$ cat src/hw/rtl/lco_pkg.sv
// Shared types and constants for the line clipper.
`default_nettype none

package lco_pkg;

	// Region outcode bits.
	localparam logic [3:0] OC_LEFT   = 4'd1;
	localparam logic [3:0] OC_RIGHT  = 4'd2;
	localparam logic [3:0] OC_BOTTOM = 4'd4;
	localparam logic [3:0] OC_TOP    = 4'd8;

	// Configuration register indexes.
	localparam int CFG_IDX_BITS = 2;
	localparam logic [CFG_IDX_BITS-1:0] REG_LEFT   = 2'd0;
	localparam logic [CFG_IDX_BITS-1:0] REG_RIGHT  = 2'd1;
	localparam logic [CFG_IDX_BITS-1:0] REG_BOTTOM = 2'd2;
	localparam logic [CFG_IDX_BITS-1:0] REG_TOP    = 2'd3;

	// Reset values of the clip rectangle.
	localparam int RST_LEFT   = 0;
	localparam int RST_RIGHT  = 1023;
	localparam int RST_BOTTOM = 0;
	localparam int RST_TOP    = 767;

	// Upper bound on edge clips per segment.
	localparam int PASS_BITS = 4;
	localparam logic [PASS_BITS-1:0] CLIP_PASSES = 4'd8;

	typedef enum logic [2:0] {
		ST_IDLE,
		ST_CODE,
		ST_DECIDE,
		ST_MUL,
		ST_DIV,
		ST_UPD,
		ST_DONE
	} lco_state_t;

endpackage

`default_nettype wire

$ cat src/hw/rtl/line_clip_outcode.sv
// Line clipper: outcode test and edge intersection with an iterative divider.
// A segment that needs no clip passes an outcode test and a decision between its input
// and result beats. Each edge clip adds one multiply, COORD_BITS + 1 divide steps of
// the shared restoring divider unless the divisor is zero, an endpoint update and a new
// outcode test. One segment at a time; the next input beat is taken in the cycle after
// the result beat. arst_n clears the sequencer and loads the default clip rectangle.
`default_nettype none

module line_clip_outcode #(
	parameter int COORD_BITS = 16
) (
	input  wire logic                                   clk,
	input  wire logic                                   arst_n,
	input  wire logic                                   cfg_we,
	input  wire logic [lco_pkg::CFG_IDX_BITS-1:0]       cfg_index,
	input  wire logic signed [COORD_BITS-1:0]           cfg_data,
	input  wire logic                                   in_valid,
	output logic                                        in_ready,
	input  wire logic signed [COORD_BITS-1:0]           start_x,
	input  wire logic signed [COORD_BITS-1:0]           start_y,
	input  wire logic signed [COORD_BITS-1:0]           end_x,
	input  wire logic signed [COORD_BITS-1:0]           end_y,
	output logic                                        out_valid,
	input  wire logic                                   out_ready,
	output logic                                        accepted,
	output logic signed [COORD_BITS-1:0]                clipped_start_x,
	output logic signed [COORD_BITS-1:0]                clipped_start_y,
	output logic signed [COORD_BITS-1:0]                clipped_end_x,
	output logic signed [COORD_BITS-1:0]                clipped_end_y
);

	import lco_pkg::*;

	localparam int W = COORD_BITS;
	// Differences and magnitudes need one more bit than a coordinate.
	localparam int DW = W + 1;
	localparam int PW = 2 * DW;
	localparam int STEP_BITS = $clog2(DW);
	localparam logic [STEP_BITS-1:0] LAST_STEP = STEP_BITS'(DW - 1);

	lco_state_t state_q, state_d;

	logic signed [W-1:0] left_q, right_q, bottom_q, top_q;
	logic signed [W-1:0] x0_q, y0_q, x1_q, y1_q;
	logic [3:0] c0_q, c1_q;
	logic [PASS_BITS-1:0] pass_q;
	logic acc_q;

	logic signed [W-1:0] p_q, fix_q;
	logic [DW-1:0] mag_d_q, mag_num_q, mag_den_q;
	logic neg_q, move_x_q, sel_end_q, den_zero_q;
	logic [DW-1:0] rem_q, dq_q;
	logic [STEP_BITS-1:0] step_q;

	logic rect_ok;
	logic [3:0] c0_new, c1_new, sel;
	logic sel_end;
	logic signed [DW-1:0] dx, dy, d_top, d_bot, d_right, d_left;
	logic signed [DW-1:0] op_d, op_num, op_den;
	logic signed [W-1:0] op_p, op_fix;
	logic op_move_x;
	logic [PW-1:0] prod;
	logic [DW:0] r2, r2_diff;
	logic div_ge;
	logic signed [DW:0] upd_sum, upd_q;
	logic signed [W-1:0] new_coord;

	// Configuration registers.
	always_ff @(posedge clk or negedge arst_n) begin
		if (!arst_n) begin
			left_q   <= W'(RST_LEFT);
			right_q  <= W'(RST_RIGHT);
			bottom_q <= W'(RST_BOTTOM);
			top_q    <= W'(RST_TOP);
		end else if (cfg_we) begin
			case (cfg_index)
				REG_LEFT:   left_q   <= cfg_data;
				REG_RIGHT:  right_q  <= cfg_data;
				REG_BOTTOM: bottom_q <= cfg_data;
				REG_TOP:    top_q    <= cfg_data;
				default: ;
			endcase
		end
	end

	assign rect_ok = (left_q <= right_q) && (bottom_q <= top_q);

	always_comb begin
		c0_new = '0;
		if (x0_q < left_q) c0_new = c0_new | OC_LEFT;
		else if (x0_q > right_q) c0_new = c0_new | OC_RIGHT;
		if (y0_q < bottom_q) c0_new = c0_new | OC_BOTTOM;
		else if (y0_q > top_q) c0_new = c0_new | OC_TOP;
		c1_new = '0;
		if (x1_q < left_q) c1_new = c1_new | OC_LEFT;
		else if (x1_q > right_q) c1_new = c1_new | OC_RIGHT;
		if (y1_q < bottom_q) c1_new = c1_new | OC_BOTTOM;
		else if (y1_q > top_q) c1_new = c1_new | OC_TOP;
	end

	// Edge selection and intersection operands. The endpoint with the larger
	// code moves; ties go to the first endpoint.
	always_comb begin
		sel_end = (c1_q > c0_q);
		sel     = sel_end ? c1_q : c0_q;
		dx      = $signed({x1_q[W-1], x1_q}) - $signed({x0_q[W-1], x0_q});
		dy      = $signed({y1_q[W-1], y1_q}) - $signed({y0_q[W-1], y0_q});
		d_top   = $signed({top_q[W-1], top_q}) - $signed({y0_q[W-1], y0_q});
		d_bot   = $signed({bottom_q[W-1], bottom_q}) - $signed({y0_q[W-1], y0_q});
		d_right = $signed({right_q[W-1], right_q}) - $signed({x0_q[W-1], x0_q});
		d_left  = $signed({left_q[W-1], left_q}) - $signed({x0_q[W-1], x0_q});
		if ((sel & OC_TOP) != '0) begin
			op_p = x0_q; op_d = dx; op_num = d_top; op_den = dy;
			op_fix = top_q; op_move_x = 1'b1;
		end else if ((sel & OC_BOTTOM) != '0) begin
			op_p = x0_q; op_d = dx; op_num = d_bot; op_den = dy;
			op_fix = bottom_q; op_move_x = 1'b1;
		end else if ((sel & OC_RIGHT) != '0) begin
			op_p = y0_q; op_d = dy; op_num = d_right; op_den = dx;
			op_fix = right_q; op_move_x = 1'b0;
		end else begin
			op_p = y0_q; op_d = dy; op_num = d_left; op_den = dx;
			op_fix = left_q; op_move_x = 1'b0;
		end
	end

	assign prod = PW'(mag_d_q) * PW'(mag_num_q);

	// One restoring divide step: shift in the next dividend bit and subtract.
	assign r2      = {rem_q, dq_q[DW-1]};
	assign r2_diff = r2 - {1'b0, mag_den_q};
	assign div_ge  = !r2_diff[DW];

	assign upd_q     = neg_q ? -$signed({1'b0, dq_q}) : $signed({1'b0, dq_q});
	assign upd_sum   = $signed({{2{p_q[W-1]}}, p_q}) + upd_q;
	assign new_coord = upd_sum[W-1:0];

	always_ff @(posedge clk or negedge arst_n) begin
		if (!arst_n) begin
			state_q <= ST_IDLE;
		end else begin
			state_q <= state_d;
		end
	end

	always_comb begin
		state_d   = state_q;
		in_ready  = 1'b0;
		out_valid = 1'b0;
		case (state_q)
			ST_IDLE: begin
				in_ready = 1'b1;
				if (in_valid) begin
					state_d = rect_ok ? ST_CODE : ST_DONE;
				end
			end
			ST_CODE: begin
				state_d = ST_DECIDE;
			end
			ST_DECIDE: begin
				if (pass_q == CLIP_PASSES || (c0_q | c1_q) == '0 || (c0_q & c1_q) != '0) begin
					state_d = ST_DONE;
				end else begin
					state_d = ST_MUL;
				end
			end
			ST_MUL: begin
				state_d = den_zero_q ? ST_UPD : ST_DIV;
			end
			ST_DIV: begin
				if (step_q == LAST_STEP) state_d = ST_UPD;
			end
			ST_UPD: begin
				state_d = ST_CODE;
			end
			ST_DONE: begin
				out_valid = 1'b1;
				if (out_ready) state_d = ST_IDLE;
			end
			default: begin
				state_d = ST_IDLE;
			end
		endcase
	end

	// Control registers of the datapath.
	always_ff @(posedge clk or negedge arst_n) begin
		if (!arst_n) begin
			c0_q   <= '0;
			c1_q   <= '0;
			pass_q <= '0;
			acc_q  <= 1'b0;
			step_q <= '0;
		end else begin
			case (state_q)
				ST_IDLE: begin
					if (in_valid) begin
						pass_q <= '0;
						acc_q  <= 1'b0;
						c0_q   <= '0;
						c1_q   <= '0;
					end
				end
				ST_CODE: begin
					c0_q <= c0_new;
					c1_q <= c1_new;
				end
				ST_DECIDE: begin
					acc_q <= (pass_q != CLIP_PASSES) && ((c0_q | c1_q) == '0);
				end
				ST_MUL: begin
					step_q <= '0;
				end
				ST_DIV: begin
					step_q <= step_q + 1'b1;
				end
				ST_UPD: begin
					pass_q <= pass_q + 1'b1;
				end
				default: ;
			endcase
		end
	end

	// Coordinate and arithmetic registers.
	always_ff @(posedge clk) begin
		case (state_q)
			ST_IDLE: begin
				if (in_valid) begin
					x0_q <= start_x;
					y0_q <= start_y;
					x1_q <= end_x;
					y1_q <= end_y;
				end
			end
			ST_DECIDE: begin
				p_q        <= op_p;
				fix_q      <= op_fix;
				move_x_q   <= op_move_x;
				sel_end_q  <= sel_end;
				mag_d_q    <= op_d[DW-1] ? DW'(-op_d) : DW'(op_d);
				mag_num_q  <= op_num[DW-1] ? DW'(-op_num) : DW'(op_num);
				mag_den_q  <= op_den[DW-1] ? DW'(-op_den) : DW'(op_den);
				neg_q      <= op_d[DW-1] ^ op_num[DW-1] ^ op_den[DW-1];
				den_zero_q <= (op_den == '0);
			end
			ST_MUL: begin
				// The quotient is at most the span of the moving axis, so the
				// upper half of the product is already below the divisor.
				if (den_zero_q) begin
					rem_q <= '0;
					dq_q  <= '0;
				end else begin
					rem_q <= prod[PW-1:DW];
					dq_q  <= prod[DW-1:0];
				end
			end
			ST_DIV: begin
				rem_q <= div_ge ? r2_diff[DW-1:0] : r2[DW-1:0];
				dq_q  <= {dq_q[DW-2:0], div_ge};
			end
			ST_UPD: begin
				if (!sel_end_q) begin
					x0_q <= move_x_q ? new_coord : fix_q;
					y0_q <= move_x_q ? fix_q : new_coord;
				end else begin
					x1_q <= move_x_q ? new_coord : fix_q;
					y1_q <= move_x_q ? fix_q : new_coord;
				end
			end
			default: ;
		endcase
	end

	assign accepted        = acc_q;
	assign clipped_start_x = acc_q ? x0_q : '0;
	assign clipped_start_y = acc_q ? y0_q : '0;
	assign clipped_end_x   = acc_q ? x1_q : '0;
	assign clipped_end_y   = acc_q ? y1_q : '0;

	a_ready_excl: assert property (@(posedge clk) disable iff (!arst_n)
		in_ready |-> !out_valid)
		else $error("input and output handshakes open at once");

	a_div_nonzero: assert property (@(posedge clk) disable iff (!arst_n)
		state_q == ST_DIV |-> !den_zero_q && mag_den_q != '0)
		else $error("divider running with a zero divisor");

	a_rem_bound: assert property (@(posedge clk) disable iff (!arst_n)
		state_q == ST_UPD && !den_zero_q |-> rem_q < mag_den_q)
		else $error("divide remainder not below divisor");

	a_pass_bound: assert property (@(posedge clk) disable iff (!arst_n)
		pass_q <= CLIP_PASSES)
		else $error("clip pass count beyond its bound");

	a_acc_inside: assert property (@(posedge clk) disable iff (!arst_n)
		out_valid && accepted |-> c0_q == '0 && c1_q == '0)
		else $error("accepted segment with an endpoint outside");

endmodule

`default_nettype wire
$ cat config.mk
export PLATFORM = sky130hd
export DESIGN_NAME = line_clip_outcode
export DESIGN_NICKNAME = d
export VERILOG_FILES = /design/src/hw/rtl/lco_pkg.sv /design/src/hw/rtl/line_clip_outcode.sv
export SDC_FILE = /design/constraint.sdc
export NUM_CORES = 2
export LEC_CHECK = 0
export ABC_AREA = 1
export BUFFER_PORTS_ARGS = -buffer_cell sky130_fd_sc_hd__buf_2
export CAP_MARGIN = 20
export CORE_MARGIN = 3
export CORE_UTILIZATION = 49
export CTS_CLUSTER_DIAMETER = 30
export DETAILED_ROUTE_END_ITERATION = 8
export PLACE_DENSITY = 0.73
export SYNTH_ARGS = -nofsm -noshare
export SYNTH_HDL_FRONTEND = slang
export SYNTH_SLANG_ARGS = --single-unit
$ cat constraint.sdc
create_clock -name clk -period 15.6 [get_ports clk]
set_input_delay 1.56 -clock clk [delete_from_list [all_inputs] [get_ports clk]]
set_output_delay 1.56 -clock clk [all_outputs]
set_load 0.1 [all_outputs]
# Word-level counts from Yosys, hierarchy flattened
# Cells that the tools add are included.
# word_totals
register_bits,270
latch_bits,0
mem_bits_rw,0
mem_bits_ro,0
word_cells,164
mem_count,0
# classes
addsub,14
mul,1
div,0
magnitude_cmp,11
n_eq_ne,17
n_shift,0
n_mux,65
n_bitwise,4
n_reduce_logical,24
# ops
cell,n
16-bit 2-to-1 mux,23
17-bit 2-to-1 mux,10
16-bit case mux with 2 select lines,4
16-bit by 16-bit subtractor with 17-bit output,6
17-bit case mux with 2 select lines,2
16-bit greater-than comparator,4
16-bit less-than comparator,4
17-bit negation,3
17-bit by 17-bit multiplier with 34-bit output,1
16-bit <= comparator,2
4-bit 2-to-1 mux,6
4-bit case mux with 2 select lines,3
3-bit case mux with 7 select lines,1
18-bit by 17-bit subtractor with 18-bit output,1
17-bit logical NOT,1
16-bit adder,1
16-bit negation,1
3-bit 2-to-1 mux,5
2-bit AND reduction,7
2-bit != test (second input constant),5
5-bit case mux with 2 select lines,1
3-bit == test (second input constant),3
3-bit AND reduction,3
2-bit 2-to-1 mux,4
23 further kinds,35

# Logic depth before layout (Yosys ltp)
# logic_depth
depth_word,7
ltp_mapped,29

# Least setup slack after synthesis
# No wires, ideal clock.
# synth_timing
kind,reg2reg
from,register state_q[1]
to,register state_q[0]
setup_time_ps,79
arrival_ps,7688
required_time_ps,15521
setup_slack_ps,7833
path_stages_with_launch,8
path_buffers,1
synth_period_minus_slack_ps,7767
path_cell_list,dfrtp_1 clkbuf_1 inv_1 nor3_1 inv_1 o22ai_1 nor3_1 a21oi_1
# synth_between
elab_chain_cells,3
word_cells_on_any_way,12
cone_classes,9 x eq/ne; 1 x mux; 2 x reduce/logical
# synth_rtl
element,line,text
"start, declared",line_clip_outcode.sv:41,"lco_state_t state_q, state_d;"
"start signal, assigned",line_clip_outcode.sv:142,state_q <= state_d;
3-bit == test or 3-bit logical NOT (tied branches),line_clip_outcode.sv:150,case (state_q)
2-bit != test (no source line),--,
3-bit AND reduction (no source line),--,
# Parallel ways exist; a longest one is shown, timed or not.
# A chain may end at the register's enable or synchronous reset.

# Final worst setup path
# layout_timing
from,register mag_d_q[9]
to,"register rem_q[14], data pin"
# layout_between
elab_chain_cells,3
# layout_rtl
element,line,text
"start, declared",line_clip_outcode.sv:50,"logic [DW-1:0] mag_d_q, mag_num_q, mag_den_q;"
"start signal, assigned",line_clip_outcode.sv:241,mag_d_q <= op_d[DW-1] ? DW'(-op_d) : DW'(op_d);
17-bit by 17-bit multiplier with 34-bit output,line_clip_outcode.sv:127,assign prod = PW'(mag_d_q) * PW'(mag_num_q);
17-bit 2-to-1 mux,line_clip_outcode.sv:250,if (den_zero_q) begin
17-bit case mux with 2 select lines,line_clip_outcode.sv:227,case (state_q)
"end signal, assigned",line_clip_outcode.sv:254,rem_q <= prod[PW-1:DW];
"end signal, assigned",line_clip_outcode.sv:259,rem_q <= div_ge ? r2_diff[DW-1:0] : r2[DW-1:0];
"end, declared",line_clip_outcode.sv:52,"logic [DW-1:0] rem_q, dq_q;"
# No other way between the ends.

==> impl_metrics.py <==
metrics = {
    "final_layout": {
        "fin_cells": 5575,
        "area_growth_pct": 11.8,
        "finish.utilization_pct": 55.4,
        "nets": 5318,
        "drive_above_1_share_pct": 8.30,
    },
    "sta": {
        "fin_ws_ns": 9.22,
        "period_share_pct": 40.9,
        "slew_headroom_pct": 20.3,
        "rsz0062_at_grt": "false",
        "finalHoldViolations": 0,
        "min_period_ns": 6.38,
        "setup_violations": 0,
        "drv_slew": 0,
        "tightest_slew_ns": 1.19,
        "setup-tns-final_ns": 0,
        "max_freq_mhz": 157,
        "clock_skew_ns": 0.0634,
    },
    "cts": {
        "clk_latency_ns": 0.63,
        "cts_tree": "yes",
        "cts.sinks": 270,
        "cts_setup_buffers": 0,
        "ctsHoldBuffers": 0,
        "cts-resized-gates": 0,
        "htreeDepth": 3,
        "clk_path_buf_depth": 3,
        "clk_pin_slew_ns": 0.05,
        "root_buffer": "clkbuf_16",
        "numCtsBuffers": 71,
    },
    "placed_design": {
        "place.port_buffers": 153,
        "dp_hpwl_mm": 90.6,
        "place_inst": 5440,
        "dp_slack_ns": 9.23,
        "globalplace.congestion": 1.05,
    },
    "synth": {
        "yosys.area_share.xor_xnor_pct": 3.44,
        "synth-async-reset-ratio_pct": 31.5,
        "synth_common_cells": "1,267 x nand2_1, 909 x inv_1, 355 x ha_1",
        "synthAdderAreaFrac_pct": 27.2,
        "yosys-top-cells-area": "edfxtp_1 17%, nand2_1 14%, fa_1 14%",
        "synth-edff-count": 185,
        "yosys.area_share.simple_pct": 22.6,
        "avgSynthCellArea_um2": 7.34,
        "synth_warnings": 0,
        "synthMuxAreaShare_pct": 0,
        "synth_top_area_share_pct": 16.6,
        "synth_compound_area_share_pct": 11.5,
        "synthFlopType": "edfxtp_1",
        "syn-cell-area_um2": 33400,
        "ys_seq_area_share_pct": 23.1,
        "syn-num-nets": 5220,
        "synth-seq-cells": 270,
        "postSynthCellCount": 4546,
        "synth_top_cell_by_area": "edfxtp_1",
        "synth_top_family_by_area": "adder cells",
        "synth_cell_type_count": 61,
        "yosysMostFrequentCell": "nand2_1",
    },
    "floorplan": {
        "ioPinCount": 154,
        "row_count": 95,
        "coreArea_um2": 67300,
        "die_w_um": 267,
        "fp.dieArea_um2": 71300,
        "die_y_um": 267,
        "initial_core_util_pct": 49.6,
    },
    "route": {
        "drtPass1Iterations": 6,
        "drt_wl_total_mm": 112,
        "vias": 30600,
        "wl_met2_mm": 48.3,
        "vias_per_cell": 5.49,
        "dr_wl_met3_mm": 9.13,
        "drt-initial-drc-count": 3055,
        "wl_per_cell_um": 20.1,
        "top_layer_used": "met4",
        "ant_nets": 0,
        "drc": 0,
        "wl_met1_mm": 45.5,
    },
    "critical_path": {
        "cp-start-kind": "register",
        "end_kind": "register",
        "crit_required_ns": 15.95,
        "path_class": "reg2reg",
        "path_max_fanout": 17,
        "crit_arrival_ns": 6.73,
    },
    "outcome": {
        "run_status": "completed",
    },
    "global_routing": {
        "antenna_found_initial": 1,
        "grt_use_total_pct": 31.7,
        "grt_overflow": 0,
        "grt_pass1_wl_mm": 171,
        "grt_max_degree": 84,
        "grt_pass1_vias": 29400,
    },
    "min_path": {
        "hold_class": "reg2reg",
    },
    "job": {
        "maxCapViolations": 0,
    },
}
==> flip-flops by register name, summed over array words and instances, names as in the netlist, 17 cells and up <==
signal and flops:
rem_q 17, dq_q 17, mag_den_q 17, mag_num_q 17
mag_d_q 17
==> kinds of logic (layout without fill, tap and decap cells) <==
group	Yosys count	after routing
xor gates and xnor gates	131	131
DFF	270	270
adders and majority gates	587	587
buffers and inverters	1063	1218
and+or+nand+nor	1817	1817
AOI/OAI and AO/OA	678	678
other	0	1
==> cell type report <==
| cell class | count | area (um^2) |
|---|---|---|
| tap | 873 | 1090 |
| fill | 6457 | 30000 |
| timing repair buffer | 170 | 941 |
| inverter | 918 | 3450 |
| antenna | 1 | 2.50 |
| multi-input combinational | 3213 | 21600 |
| sequential | 270 | 7710 |
| clock buffer | 80 | 1840 |
| clock inverter | 50 | 629 |
==> layout by cell type (no fill, tap or decap), types with 23 or more instances in the layout <==
cell type,n
nand2_1,1266
inv_1,909
ha_1,355
o21ai_0,258
a21oi_1,252
fa_1,232
nor2_1,202
nand3_1,201
edfxtp_1,185
buf_2,152
xor2_1,78
clkbuf_16,72
dfrtp_1,65
xnor2_1,52
nand4_1,35
nor3_1,27
o211ai_1,27
nand3b_1,23
==> metrics by stage <==
step                      hold WS (ns)  instance area, um^2
after global placement           0.470                34800
final                            0.505                37300
after detailed placement         0.486                34800
after floorplan                  0.453                33400
after CTS                        0.497                37200
after global routing             0.532                37300
==> worst max-delay path, stage by stage, from the launching register on <==
cell and delay (ns):
edfxtp_1 0.75, nand2_1 0.17, fa_1 0.58, inv_1 0.06
fa_1 0.50, fa_1 0.54, fa_1 0.52, fa_1 0.55
inv_1 0.06, fa_1 0.59, inv_1 0.06, ha_1 0.36
a21oi_1 0.18, o21ai_0 0.14, a21oi_1 0.21, nand3_1 0.20
a21o_1 0.23, a21boi_0 0.22, nand2_1 0.08, nand2_1 0.06
o21ai_0 0.07
==> path summary, 6_finish.rpt <==
check	slack, ns	end	cells past startpoint	from
max	9.22	rem_q[14]$_DFFE_PP_	20	mag_d_q[9]$_DFFE_PP_
min	0.50	bottom_q[0]$_DFFE_PN0P_	2	bottom_q[0]$_DFFE_PN0P_
max reg2reg	9.22	rem_q[14]$_DFFE_PP_	20	mag_d_q[9]$_DFFE_PP_
min reg2reg	0.50	bottom_q[0]$_DFFE_PN0P_	2	bottom_q[0]$_DFFE_PN0P_
max in group asynchronous	13.47	right_q[15]$_DFFE_PN0P_	2	arst_n
min in group asynchronous	0.89	pass_q[1]$_DFFE_PN0P_	1	arst_n
==> layer usage <==
| metal | track usage [%] | vias up |
|---|---|---|
| met5 | 0 | - |
| met4 | 21.8 | 0 |
| met3 | 4.80 | 315 |
| met2 | 48.8 | 1417 |
| met1 | 41.1 | 14300 |
| li1 | - | 14600 |
Power is left out: the tool's default activity adds up to more than one toggle a clock period on the data nets, which glitch-free logic cannot reach.
